`src/rtl/ats_pkg.sv`:
```
// Package for the alert tone sequencer: pattern codes, shared structs and
// the note tables. It depends on nothing else.
package ats_pkg;

   // Tone patterns, as stored in the pattern register and reported per request.
   typedef enum logic [1:0] {
      PAT_NONE      = 2'd0,
      PAT_QUAKE     = 2'd1,
      PAT_COUNTDOWN = 2'd2,
      PAT_LIFTOFF   = 2'd3
   } ats_pattern_type;

   localparam int unsigned ID_BYTES = 15;
   localparam int unsigned ID_BITS  = 8 * ID_BYTES;

   // One poll request.
   typedef struct packed {
      logic [31:0]        now_ms;
      logic               quake_alert;
      logic               quake_id_present;
      logic [63:0]        quake_id_high;
      logic [55:0]        quake_id_low;
      logic               countdown_flag;
      logic               liftoff_flag;
      logic signed [63:0] launch_epoch;
   } ats_req_type;

   // One response.
   typedef struct packed {
      logic            tone_write;
      logic [10:0]     tone_hz;
      ats_pattern_type pattern_now;
   } ats_rsp_type;

   // Sequencer state carried from one request to the next.
   typedef struct packed {
      ats_pattern_type pattern;
      logic [2:0]      note_index;
      logic [31:0]     note_start_ms;
      logic [ID_BITS-1:0] last_id;
      logic [63:0]     last_countdown_epoch;
      logic [63:0]     last_liftoff_epoch;
   } ats_state_type;

   // Number of notes in a pattern.
   function automatic logic [2:0] note_count(input ats_pattern_type p);
      logic [2:0] n;
      unique case (p)
         PAT_QUAKE:     n = 3'd6;
         PAT_COUNTDOWN: n = 3'd2;
         PAT_LIFTOFF:   n = 3'd3;
         PAT_NONE:      n = 3'd0;
      endcase
      return n;
   endfunction

   // Sounding time of one note, in milliseconds.
   function automatic logic [7:0] sound_ms(input ats_pattern_type p);
      logic [7:0] t;
      unique case (p)
         PAT_QUAKE:     t = 8'd140;
         PAT_COUNTDOWN: t = 8'd110;
         PAT_LIFTOFF:   t = 8'd190;
         PAT_NONE:      t = 8'd0;
      endcase
      return t;
   endfunction

   // Silence after one note, in milliseconds.
   function automatic logic [6:0] quiet_ms(input ats_pattern_type p);
      logic [6:0] t;
      unique case (p)
         PAT_QUAKE:     t = 7'd90;
         PAT_COUNTDOWN: t = 7'd80;
         PAT_LIFTOFF:   t = 7'd70;
         PAT_NONE:      t = 7'd0;
      endcase
      return t;
   endfunction

   // Frequency of a note within a pattern, in hertz.
   function automatic logic [10:0] note_hz(input ats_pattern_type p, input logic [2:0] idx);
      logic [10:0] hz;
      hz = 11'd0;
      unique case (p)
         PAT_QUAKE: begin
            hz = idx[0] ? 11'd880 : 11'd660;
         end
         PAT_COUNTDOWN: begin
            case (idx)
               3'd0:    hz = 11'd1047;
               3'd1:    hz = 11'd1319;
               default: hz = 11'd0;
            endcase
         end
         PAT_LIFTOFF: begin
            case (idx)
               3'd0:    hz = 11'd784;
               3'd1:    hz = 11'd1047;
               3'd2:    hz = 11'd1568;
               default: hz = 11'd0;
            endcase
         end
         PAT_NONE: hz = 11'd0;
      endcase
      return hz;
   endfunction

endpackage

```
`src/rtl/ats_channels.sv`:
```
// Valid/ready channel interfaces for poll requests and responses.
// It depends on nothing else.
interface ats_req_if;
   logic               valid;
   logic               ready;
   logic [31:0]        now_ms;
   logic               quake_alert;
   logic               quake_id_present;
   logic [63:0]        quake_id_high;
   logic [55:0]        quake_id_low;
   logic               countdown_flag;
   logic               liftoff_flag;
   logic signed [63:0] launch_epoch;

   modport source (
      output valid, now_ms, quake_alert, quake_id_present, quake_id_high,
             quake_id_low, countdown_flag, liftoff_flag, launch_epoch,
      input  ready
   );
   modport sink (
      input  valid, now_ms, quake_alert, quake_id_present, quake_id_high,
             quake_id_low, countdown_flag, liftoff_flag, launch_epoch,
      output ready
   );
endinterface

interface ats_rsp_if;
   logic                     valid;
   logic                     ready;
   logic                     tone_write;
   logic [10:0]              tone_hz;
   logic [1:0]               pattern_now;

   modport source (
      output valid, tone_write, tone_hz, pattern_now,
      input  ready
   );
   modport sink (
      input  valid, tone_write, tone_hz, pattern_now,
      output ready
   );
endinterface

```
`src/rtl/ats_step.sv`:
```
// Combinational step of the alert tone sequencer: next state and response
// for one poll request. Depends on ats_pkg for types and note tables.
module ats_step (
   input  ats_pkg::ats_req_type   req,
   input  ats_pkg::ats_state_type cur,
   output ats_pkg::ats_state_type nxt,
   output ats_pkg::ats_rsp_type   rsp
);

   logic [ats_pkg::ID_BITS-1:0] id_raw;
   logic [ats_pkg::ID_BITS-1:0] id_norm;
   logic [ats_pkg::ID_BYTES-1:0] id_alive;
   logic        id_nonempty;
   logic        epoch_pos;
   logic        start_quake;
   logic        start_liftoff;
   logic        start_countdown;
   logic [31:0] start_eff;
   logic [31:0] elapsed;
   logic [2:0]  count;
   logic [8:0]  total_ms;

   // Id normalization: every byte after the first zero byte reads as zero.
   always_comb begin
      id_raw = {req.quake_id_high, req.quake_id_low};
      id_alive[0] = 1'b1;
      for (int i = 1; i < ats_pkg::ID_BYTES; i++) begin
         id_alive[i] = id_alive[i-1] &&
                       (id_raw[ats_pkg::ID_BITS-1-8*(i-1) -: 8] != 8'd0);
      end
      for (int i = 0; i < ats_pkg::ID_BYTES; i++) begin
         id_norm[ats_pkg::ID_BITS-1-8*i -: 8] =
            id_alive[i] ? id_raw[ats_pkg::ID_BITS-1-8*i -: 8] : 8'd0;
      end
   end

   // Event start conditions, in priority order.
   assign id_nonempty = req.quake_id_present &&
                        (id_raw[ats_pkg::ID_BITS-1 -: 8] != 8'd0);
   assign epoch_pos   = (req.launch_epoch != 64'sd0) && !req.launch_epoch[63];
   assign start_quake = req.quake_alert && id_nonempty && (id_norm != cur.last_id);
   assign start_liftoff = req.liftoff_flag && epoch_pos &&
                          (req.launch_epoch != cur.last_liftoff_epoch);
   assign start_countdown = req.countdown_flag && epoch_pos &&
                            (req.launch_epoch != cur.last_countdown_epoch);

   // Note timing. A zero start time means the note has not started yet.
   assign start_eff = (cur.note_start_ms == 32'd0) ? req.now_ms : cur.note_start_ms;
   assign elapsed   = req.now_ms - start_eff;
   assign count     = ats_pkg::note_count(cur.pattern);
   assign total_ms  = {1'b0, ats_pkg::sound_ms(cur.pattern)} +
                      {2'b00, ats_pkg::quiet_ms(cur.pattern)};

   // Next state and response.
   always_comb begin
      nxt = cur;
      rsp.tone_write = 1'b0;
      rsp.tone_hz    = 11'd0;
      if (cur.pattern != ats_pkg::PAT_NONE) begin
         nxt.note_start_ms = start_eff;
         if (cur.note_index < count) begin
            if (elapsed < {24'd0, ats_pkg::sound_ms(cur.pattern)}) begin
               rsp.tone_write = 1'b1;
               rsp.tone_hz    = ats_pkg::note_hz(cur.pattern, cur.note_index);
            end else if (elapsed < {23'd0, total_ms}) begin
               rsp.tone_write = 1'b1;
            end else begin
               nxt.note_index    = cur.note_index + 3'd1;
               nxt.note_start_ms = req.now_ms;
            end
         end
         // End of pattern: silence and return to idle.
         if (nxt.note_index >= count) begin
            rsp.tone_write = 1'b1;
            rsp.tone_hz    = 11'd0;
            nxt.pattern    = ats_pkg::PAT_NONE;
         end
      end else begin
         if (start_quake) begin
            nxt.last_id = id_norm;
            nxt.pattern = ats_pkg::PAT_QUAKE;
         end else if (start_liftoff) begin
            nxt.last_liftoff_epoch = req.launch_epoch;
            nxt.pattern = ats_pkg::PAT_LIFTOFF;
         end else if (start_countdown) begin
            nxt.last_countdown_epoch = req.launch_epoch;
            nxt.pattern = ats_pkg::PAT_COUNTDOWN;
         end
         if (start_quake || start_liftoff || start_countdown) begin
            nxt.note_index    = 3'd0;
            nxt.note_start_ms = 32'd0;
         end
      end
      rsp.pattern_now = nxt.pattern;
   end

endmodule

```
`src/rtl/alert_tone_sequencer.sv`:
```
// Alert tone sequencer: each poll request gives exactly one response.
// An accepted request is held in an input register, and the step logic loads the
// response register from it when that register is empty or its response is taken.
// One request is accepted every cycle; a held response stalls the input register only when
// it is full. Synchronous reset returns to idle with empty last id and zero last epochs.
// Depends on ats_pkg, ats_channels and ats_step.
module alert_tone_sequencer (
   input  logic          clock,
   input  logic          reset,
   ats_req_if.sink       req_chan,
   ats_rsp_if.source     rsp_chan
);

   logic                   stage_valid_ff;
   logic                   stage_valid_in;
   ats_pkg::ats_req_type   stage_data_ff;
   ats_pkg::ats_req_type   req_data;
   ats_pkg::ats_state_type state_ff;
   ats_pkg::ats_state_type state_in;
   ats_pkg::ats_rsp_type   rsp_data_ff;
   ats_pkg::ats_rsp_type   step_rsp;
   logic                   rsp_valid_ff;
   logic                   rsp_valid_in;
   logic                   out_free;
   logic                   advance;
   logic                   req_take;

   // Handshake control.
   assign out_free       = !rsp_valid_ff || rsp_chan.ready;
   assign advance        = stage_valid_ff && out_free;
   assign req_chan.ready = !stage_valid_ff || out_free;
   assign req_take       = req_chan.valid && req_chan.ready;
   assign stage_valid_in = req_take || (stage_valid_ff && !advance);
   assign rsp_valid_in   = advance || (rsp_valid_ff && !rsp_chan.ready);

   // Gather the request fields.
   assign req_data.now_ms           = req_chan.now_ms;
   assign req_data.quake_alert      = req_chan.quake_alert;
   assign req_data.quake_id_present = req_chan.quake_id_present;
   assign req_data.quake_id_high    = req_chan.quake_id_high;
   assign req_data.quake_id_low     = req_chan.quake_id_low;
   assign req_data.countdown_flag   = req_chan.countdown_flag;
   assign req_data.liftoff_flag     = req_chan.liftoff_flag;
   assign req_data.launch_epoch     = req_chan.launch_epoch;

   // Step logic for the request in the input register.
   ats_step u_step (
      .req (stage_data_ff),
      .cur (state_ff),
      .nxt (state_in),
      .rsp (step_rsp)
   );

   // Control and sequencer state.
   always_ff @(posedge clock) begin
      if (reset) begin
         stage_valid_ff <= 1'b0;
         rsp_valid_ff   <= 1'b0;
         state_ff       <= '0;
      end else begin
         stage_valid_ff <= stage_valid_in;
         rsp_valid_ff   <= rsp_valid_in;
         if (advance) begin
            state_ff <= state_in;
         end
      end
   end

   // Payload registers.
   always_ff @(posedge clock) begin
      if (req_take) begin
         stage_data_ff <= req_data;
      end
      if (advance) begin
         rsp_data_ff <= step_rsp;
      end
   end

   assign rsp_chan.valid       = rsp_valid_ff;
   assign rsp_chan.tone_write  = rsp_data_ff.tone_write;
   assign rsp_chan.tone_hz     = rsp_data_ff.tone_hz;
   assign rsp_chan.pattern_now = rsp_data_ff.pattern_now;

endmodule

```
`src/flat_wrapper.sv`:
```
// flat-port wrapper written by rule: the top's interface ports become plain ports
module alert_tone_sequencer_flat 
  (clock, reset, req_chan_valid, req_chan_now_ms, req_chan_quake_alert, req_chan_quake_id_present, req_chan_quake_id_high, req_chan_quake_id_low, req_chan_countdown_flag, req_chan_liftoff_flag, req_chan_launch_epoch, req_chan_ready, rsp_chan_valid, rsp_chan_tone_write, rsp_chan_tone_hz, rsp_chan_pattern_now, rsp_chan_ready);
  ats_req_if req_chan_i ();
  ats_rsp_if rsp_chan_i ();
  input  logic clock;
  input  logic reset;
  input wire logic [$bits(req_chan_i.valid)-1:0] req_chan_valid;
  input wire logic [$bits(req_chan_i.now_ms)-1:0] req_chan_now_ms;
  input wire logic [$bits(req_chan_i.quake_alert)-1:0] req_chan_quake_alert;
  input wire logic [$bits(req_chan_i.quake_id_present)-1:0] req_chan_quake_id_present;
  input wire logic [$bits(req_chan_i.quake_id_high)-1:0] req_chan_quake_id_high;
  input wire logic [$bits(req_chan_i.quake_id_low)-1:0] req_chan_quake_id_low;
  input wire logic [$bits(req_chan_i.countdown_flag)-1:0] req_chan_countdown_flag;
  input wire logic [$bits(req_chan_i.liftoff_flag)-1:0] req_chan_liftoff_flag;
  input wire logic [$bits(req_chan_i.launch_epoch)-1:0] req_chan_launch_epoch;
  output wire logic [$bits(req_chan_i.ready)-1:0] req_chan_ready;
  output wire logic [$bits(rsp_chan_i.valid)-1:0] rsp_chan_valid;
  output wire logic [$bits(rsp_chan_i.tone_write)-1:0] rsp_chan_tone_write;
  output wire logic [$bits(rsp_chan_i.tone_hz)-1:0] rsp_chan_tone_hz;
  output wire logic [$bits(rsp_chan_i.pattern_now)-1:0] rsp_chan_pattern_now;
  input wire logic [$bits(rsp_chan_i.ready)-1:0] rsp_chan_ready;
  assign req_chan_i.valid = req_chan_valid;
  assign req_chan_i.now_ms = req_chan_now_ms;
  assign req_chan_i.quake_alert = req_chan_quake_alert;
  assign req_chan_i.quake_id_present = req_chan_quake_id_present;
  assign req_chan_i.quake_id_high = req_chan_quake_id_high;
  assign req_chan_i.quake_id_low = req_chan_quake_id_low;
  assign req_chan_i.countdown_flag = req_chan_countdown_flag;
  assign req_chan_i.liftoff_flag = req_chan_liftoff_flag;
  assign req_chan_i.launch_epoch = req_chan_launch_epoch;
  assign req_chan_ready = req_chan_i.ready;
  assign rsp_chan_valid = rsp_chan_i.valid;
  assign rsp_chan_tone_write = rsp_chan_i.tone_write;
  assign rsp_chan_tone_hz = rsp_chan_i.tone_hz;
  assign rsp_chan_pattern_now = rsp_chan_i.pattern_now;
  assign rsp_chan_i.ready = rsp_chan_ready;
  alert_tone_sequencer u_core (.clock(clock), .reset(reset), .req_chan(req_chan_i), .rsp_chan(rsp_chan_i));
endmodule
```
`config.mk`:
```
export PLATFORM = sky130hd
export DESIGN_NAME = alert_tone_sequencer_flat
export DESIGN_NICKNAME = d
export VERILOG_FILES = /design/src/rtl/ats_pkg.sv /design/src/rtl/ats_channels.sv /design/src/rtl/ats_step.sv /design/src/rtl/alert_tone_sequencer.sv /design/src/flat_wrapper.sv
export SDC_FILE = /design/constraint.sdc
export NUM_CORES = 1
export LEC_CHECK = 0
export ABC_CLOCK_PERIOD_IN_PS = 14290
export CORE_UTILIZATION = 30
export CTS_CLUSTER_DIAMETER = 150
export DETAILED_ROUTE_END_ITERATION = 10
export DONT_BUFFER_PORTS = 1
export SLEW_MARGIN = 15
export SYNTH_ARGS = -nofsm -noshare
export SYNTH_HDL_FRONTEND = slang
export SYNTH_HIERARCHICAL = 1
export SYNTH_SLANG_ARGS = --single-unit
```
`constraint.sdc`:
```
create_clock -name clock -period 14.29 [get_ports clock]
set_clock_uncertainty 0.2 [all_clocks]
set_input_delay 2.858 -clock clock [delete_from_list [all_inputs] [get_ports clock]]
set_output_delay 2.858 -clock clock [all_outputs]
set_load 0.05 [all_outputs]
```
Word-level counts from Yosys, hierarchy flattened

Cells that the tools add are included.

Output and inout bits: 16
Logic and storage cells: 139
ROM bits: 0
Latch bits: 0
RAM bits: 0
Input bits: 224
Memories kept: 0
Register bits after elaboration: 521

Mux-type cells: 39
Shift operators: 0
Reductions and logical operators: 61
Equal/unequal tests: 8
Magnitude comparators: 4
Bitwise gates (word level): 5
Add/subtract/negate cells: 3
Multiply operators: 0
Div/mod/pow operators: 0

Operators with widths:

| operator           | count |
|---|---|
| $mux 35            | 5 |
| $mux 8             | 16 |
| $ne 64x64->1       | 2 |
| $ne 120x120->1     | 1 |
| $reduce_bool 8->1  | 14 |
| $reduce_bool 64->1 | 1 |
| $pmux 11 s4        | 1 |
| $mux 37            | 1 |
| $pmux 11 s3        | 1 |
| $logic_not 32->1   | 1 |
| $lt 32x8->1        | 1 |
| $lt 32x9->1        | 1 |
| $mux 32            | 1 |
| $pmux 8 s4         | 1 |
| $sub 32x32->32     | 1 |
| $pmux 7 s4         | 1 |
| $logic_and 1x1->1  | 25 |
| $mux 12            | 2 |
| $pmux 11 s2        | 1 |
| $pmux 3 s4         | 1 |
| $mux 11            | 1 |
| $add 8x7->9        | 1 |
| $mux 9             | 1 |
| $mux 2             | 4 |
| 19 further kinds   | 35 |

Depth between registers and ports, before layout

Word-level depth: 21
Gate-level depth with buffers: 32
Mapped depth without buffers: 31

By module

Netlist, hierarchy kept.

By module, submodules not included:

| module               | area an instance (µm²) | instances | cells an instance | seq. area each (µm²) |
|---|---|---|---|---|
| alert_tone_sequencer | 19876.6                | 1         | 1480              | 12772.2 |
| ats_step             | 12030.3                | 1         | 1658              | 0.0 |

Worst setup path after synthesis

OpenSTA, ideal clock, no wires.

Kind: input -> register
Start point: input rsp_chan_ready
End point: register u_core/stage_data_ff[0] (netlist name), enable pin
Required time: 13.216 ns
Buffers on the path: 0
Arrival time: 13.485 ns
Library setup time: 0.874 ns
Path slack: -0.269 ns
Stages: 2
Path through: nor2b_4 a21oi_1

Cells in the longest elaborated chain, start to end: 3

Ends and longest elaborated chain:

| what                 | line                       | RTL |
|---|---|---|
| from (decl)          | flat_wrapper.sv:22         | `input wire logic [$bits(rsp_chan_i.ready)-1:0] rsp_chan_ready;` |
| $logic_or 1x1->1     | alert_tone_sequencer.sv:29 | `assign out_free = !rsp_valid_ff \|\| rsp_chan.ready;` |
| $logic_or 1x1->1     | alert_tone_sequencer.sv:31 | `assign req_chan.ready = !stage_valid_ff \|\| out_free;` |
| $logic_and 1x1->1    | alert_tone_sequencer.sv:32 | `assign req_take = req_chan.valid && req_chan.ready;` |
| via u_core.req_take  | alert_tone_sequencer.sv:26 | `logic req_take;` |
| to (signal assigned) | alert_tone_sequencer.sv:72 | `stage_data_ff <= req_data;` |
| to (decl)            | alert_tone_sequencer.sv:16 | `ats_pkg::ats_req_type stage_data_ff;` |

The timed path passes the listed nets, and every way through them passes these cells.
A chain may end at the register's enable or synchronous reset.

Worst setup path in the final report

Start point: register u_core/state_ff[276] (netlist name)
End point: register u_core.rsp_data_ff, in the netlist u_core/rsp_chan.tone_hz[10] (data pin)

Cells in the longest elaborated chain, start to end: 10
Elaborated cells on any way between the ends: 12
Classes of those cells: 1 x add/sub; 3 x order compare; 5 x mux; 1 x bitwise; 2 x reduce/logical

Ends and longest elaborated chain:

| what                        | line                       | RTL |
|---|---|---|
| from (decl)                 | alert_tone_sequencer.sv:18 | `ats_pkg::ats_state_type state_ff;` |
| from (signal assigned)      | alert_tone_sequencer.sv:64 | `state_ff <= state_in;` |
| $logic_not 32->1            | ats_step.sv:48             | `assign start_eff = (cur.note_start_ms == 32'd0) ? req.now_ms : cur.note_start_ms;` |
| $mux 32 *                   | ats_step.sv:48             |  |
| $sub 32x32->32 *            | ats_step.sv:49             | `assign elapsed = req.now_ms - start_eff;` |
| $lt 32x9->1                 | ats_step.sv:65             | `end else if (elapsed < {23'd0, total_ms}) begin` |
| $mux 35                     | ats_step.sv:65             |  |
| $mux 35                     | ats_step.sv:62             | `if (elapsed < {24'd0, ats_pkg::sound_ms(cur.pattern)}) begin` |
| $mux 35                     | ats_step.sv:61             | `if (cur.note_index < count) begin` |
| $mux 35                     | ats_step.sv:59             | `if (cur.pattern != ats_pkg::PAT_NONE) begin` |
| $ge 3x3->1                  | ats_step.sv:73             | `if (nxt.note_index >= count) begin` |
| $reduce_or 4->1 (no line) * | n/a                        |  |
| to (signal assigned)        | alert_tone_sequencer.sv:75 | `rsp_data_ff <= step_rsp;` |
| to (decl)                   | alert_tone_sequencer.sv:20 | `ats_pkg::ats_rsp_type rsp_data_ff;` |

Every way passes the cells marked *; elsewhere a longest branch is shown, timed or not. The select of a mux whose other input is x is not followed.

==> results.cfg <==
[status]
status = finished with violations
violations = design-rule violations, max-slew violations

[die]
initial_utilization_pct = 30.3
core_um2 = 105000
fp-row-count = 119
boundaryPins = 240
die_h_um = 328
die_w_um = 328
fp.dieArea_um2 = 108000

[global_route]
grt_pass1_wl_um = 134000
grt_pass1_vias = 21749
antenna_found_initial = 15
overflow = 0
grt_usage_pct = 16.0
grt_max_degree = 573

[power]
power.leakage_nw = 12.7
power_density_nw_per_um2 = 121
swShare_pct = 29.3
irDropWorstVdd_mv = 0.118
seqPwrFrac_pct = 40.2
combPwrFrac_pct = 19.2
intPower_w = 0.00300
p_sw_w = 0.00125
clkPwrFrac_pct = 40.7

[sta]
fin_setup_tns_ns = 0
setup_slack_ns = 5.82
finalSetupViolations = 0
slew_viol_final = 191
worst_pin_slew_ns = 1.71
relSlewSlack_pct = -13.9
fmax_mhz = 118
fin_crit_ns = 8.47
hold_violations = 0
fin_crit_sh_pct = 59.2
grt_setup_unrepaired = no

[synth]
synth.yosys.seq_area_share_pct = 40.0
synth_area_leaders = edfxtp_1 (22%), dfxtp_1 (18%), mux2i_1 (12%)
ys_ff_latch = 521
syn_area_per_cell_um2 = 10.2
syn_area_um2 = 31900
ys_types = 88
synth_top_area_cell = edfxtp_1
synth_warnings = 6
synthArstFlopShare_pct = 0
synth_top_area_share_pct = 22.0
syn_inst = 3138
synth_edf_count = 234
synth_ff_type = dfxtp_1
syn-num-nets = 3420

[critical_path]
crit_slowest_cell = or4b_2
r2r-end = u_core/rsp_chan.tone_hz[10]$_DFFE_PP_
endpoint_kind = register
cp_data_arrival_time_ns = 8.77
crit_path_max_incr_delay_ns = 0.68
cpMostUsedCell = a21oi_1
startpoint = u_core/state_ff[276]$_SDFFE_PP0P_
start_kind = register
crit_end = u_core/rsp_chan.tone_hz[10]$_DFFE_PP_
worstPathRequired_ns = 14.59
crit_type = reg2reg
crit_fanout = 10
r2r_slack_ns = 5.82
r2r_cells = 28
r2r_start = u_core/state_ff[276]$_SDFFE_PP0P_

[drt]
ant_nets = 0
vias = 22818
avgRoutedWirePerCell_um = 19.7
first_pass_iters = 8
avgViaCountPerCell = 5.08
totalWireLength_um = 88500
drtIter0Drc = 1503
drc = 30

[cells_and_area]
final.fill_count = 10666
finish.utilization_pct = 33.3
fin_nets = 3330
area_delta_synth_final_pct = 9.93
final_common_cell = nand2b_1
final_cells = 4492
drive_gt1_share_pct = 9.87
most-common-layout-cells = nand2b_1 (587), mux2i_1 (386), dfxtp_1 (287)

[clock_network]
ctsHoldBuffers = 0
postCtsSetupRepairBufs = 0
cts-resized-gates = 0
htreeDepth = 2
clock-root-buffer = clkbuf_16
cts_sinks = 521
cts_max_path_buffers = 3
cts_tree = done
clk_pin_slew_ns = 0.06
clk_latency_ns = 0.70
cts_buffers = 60

[hold_path]
worstHoldStart = u_core/state_ff[211]$_SDFFE_PP0P_
hp-class = reg2reg

[placement]
dp_slack_ns = 5.85
globalplace.congestion = 0.885
portBuffers = 0
dp.cells = 4377
hpwl_um = 61700

[job]
max_cap_violations = 0
==> cell type report <==
class	instances	area, um2	share of cell area (%)
clock buffers	69	1550	4.41
multi-input cells	2304	17600	50.3
flip-flops and latches	521	12800	36.4
clock inverters	45	662	1.89
diodes	1	2.50	0.00713
well taps	1391	1740	4.96
repair buffers	24	205	0.585
inverters	137	514	1.47
==> critical path, delay by kind of cell (launching register included) <==
kind / cells / cell delay (ns)
and+or+nand+nor: 11 / 3.97
AOI/OAI and AO/OA: 12 / 2.37
adders and majority gates: 3 / 0.92
DFF: 1 / 0.34
muxes: 1 / 0.34
xor gates and xnor gates: 1 / 0.17
==> worst min path at each step <==
stage | end | slack [ns] | cells past startpoint
after CTS | u_core/state_ff[211]$_SDFFE_PP0P_ | 0.27 | 2
after global placement | u_core/state_ff[187]$_SDFFE_PP0P_ | 0.26 | 2
after floorplan | u_core/state_ff[187]$_SDFFE_PP0P_ | 0.25 | 2
final | u_core/state_ff[211]$_SDFFE_PP0P_ | 0.27 | 2
after global routing | u_core/state_ff[215]$_SDFFE_PP0P_ | 0.29 | 2
after detailed placement | u_core/state_ff[208]$_SDFFE_PP0P_ | 0.26 | 2
==> power groups by stage <==
stage          sequential, W  combinational [W]  clock (W)
4_1_cts              0.00171           0.000808    0.00178
6_report             0.00171           0.000815    0.00173
3_5_place_dp         0.00174           0.000803          0
5_1_grt              0.00171           0.000897    0.00184
3_3_place_gp         0.00174           0.000806          0
2_1_floorplan        0.00171           0.000650          0
==> synth_stat cells (8+ instances only) <==
| library cell | n |
|---|---|
| buf_2 | 27 |
| buf_8 | 10 |
| o32ai_1 | 12 |
| mux2_2 | 88 |
| o21ai_0 | 49 |
| nand4_1 | 63 |
| and2_1 | 11 |
| dfxtp_1 | 287 |
| buf_6 | 25 |
| nor4b_1 | 15 |
| xnor2_1 | 121 |
| a221o_1 | 8 |
| a21oi_1 | 87 |
| buf_4 | 16 |
| nor4_1 | 78 |
| nand2_1 | 150 |
| a22oi_1 | 11 |
| nor2b_1 | 15 |
| or4_1 | 8 |
| clkbuf_1 | 94 |
| o211ai_1 | 10 |
| a22o_1 | 33 |
| a21o_1 | 19 |
| edfxtp_1 | 234 |
| nand2b_1 | 587 |
| nand3_1 | 45 |
| o21a_1 | 8 |
| nor2_1 | 67 |
| ha_1 | 57 |
| nor4bb_1 | 8 |
| xor2_1 | 71 |
| mux2_4 | 59 |
| mux2i_1 | 386 |
| a31oi_1 | 34 |
| o2111ai_1 | 10 |
| and3_1 | 24 |
| and4_1 | 12 |
| nor3_1 | 22 |
| inv_1 | 137 |
==> sequential cells by signal (all words and copies together) (netlist names) <==
name / count
u_core/state_ff: 285
u_core/stage_data_ff: 220
u_core/rsp_chan.tone_hz: 11
u_core/rsp_chan.pattern_now: 2
u_core/rsp_chan.tone_write: 1
u_core/rsp_chan.valid: 1
u_core/stage_valid_ff: 1
==> metal layers <==
layer,up-vias,GRT usage [%],part of all wire [%]
li1,11062,-,-
met1,11086,21.1,45
met2,532,26.7,47
met3,136,2.87,4.8
met4,2,4.45,2.5
met5,-,0,0.016
==> cells by family (layout without fill, tap and decap cells) <==
| family | count (synthesis) | count (layout) | synth area share, % |
|---|---|---|---|
| simple gates | 1140 | 1140 | 21.0 |
| xor+xnor | 192 | 192 | 5.27 |
| mux | 537 | 537 | 18.1 |
| compound gates | 376 | 376 | 8.30 |
| other cells | 1 | 2 | 0.0118 |
| flops | 521 | 521 | 40.0 |
| fa+ha+maj | 58 | 58 | 2.30 |
| buf+inv | 313 | 275 | 4.92 |
==> stage by stage <==
| stage | cell area [um2] | power (W) | hold slack, ns |
|---|---|---|---|
| after floorplan | 31900 | 0.00236 | 0.249 |
| after global placement | 32900 | 0.00254 | 0.258 |
| after detailed placement | 32900 | 0.00254 | 0.262 |
| after CTS | 35100 | 0.00430 | 0.274 |
| after global routing | 35100 | 0.00445 | 0.295 |
| final | 35100 | 0.00425 | 0.272 |
Note: power is estimated with default switching activity, not from simulation.
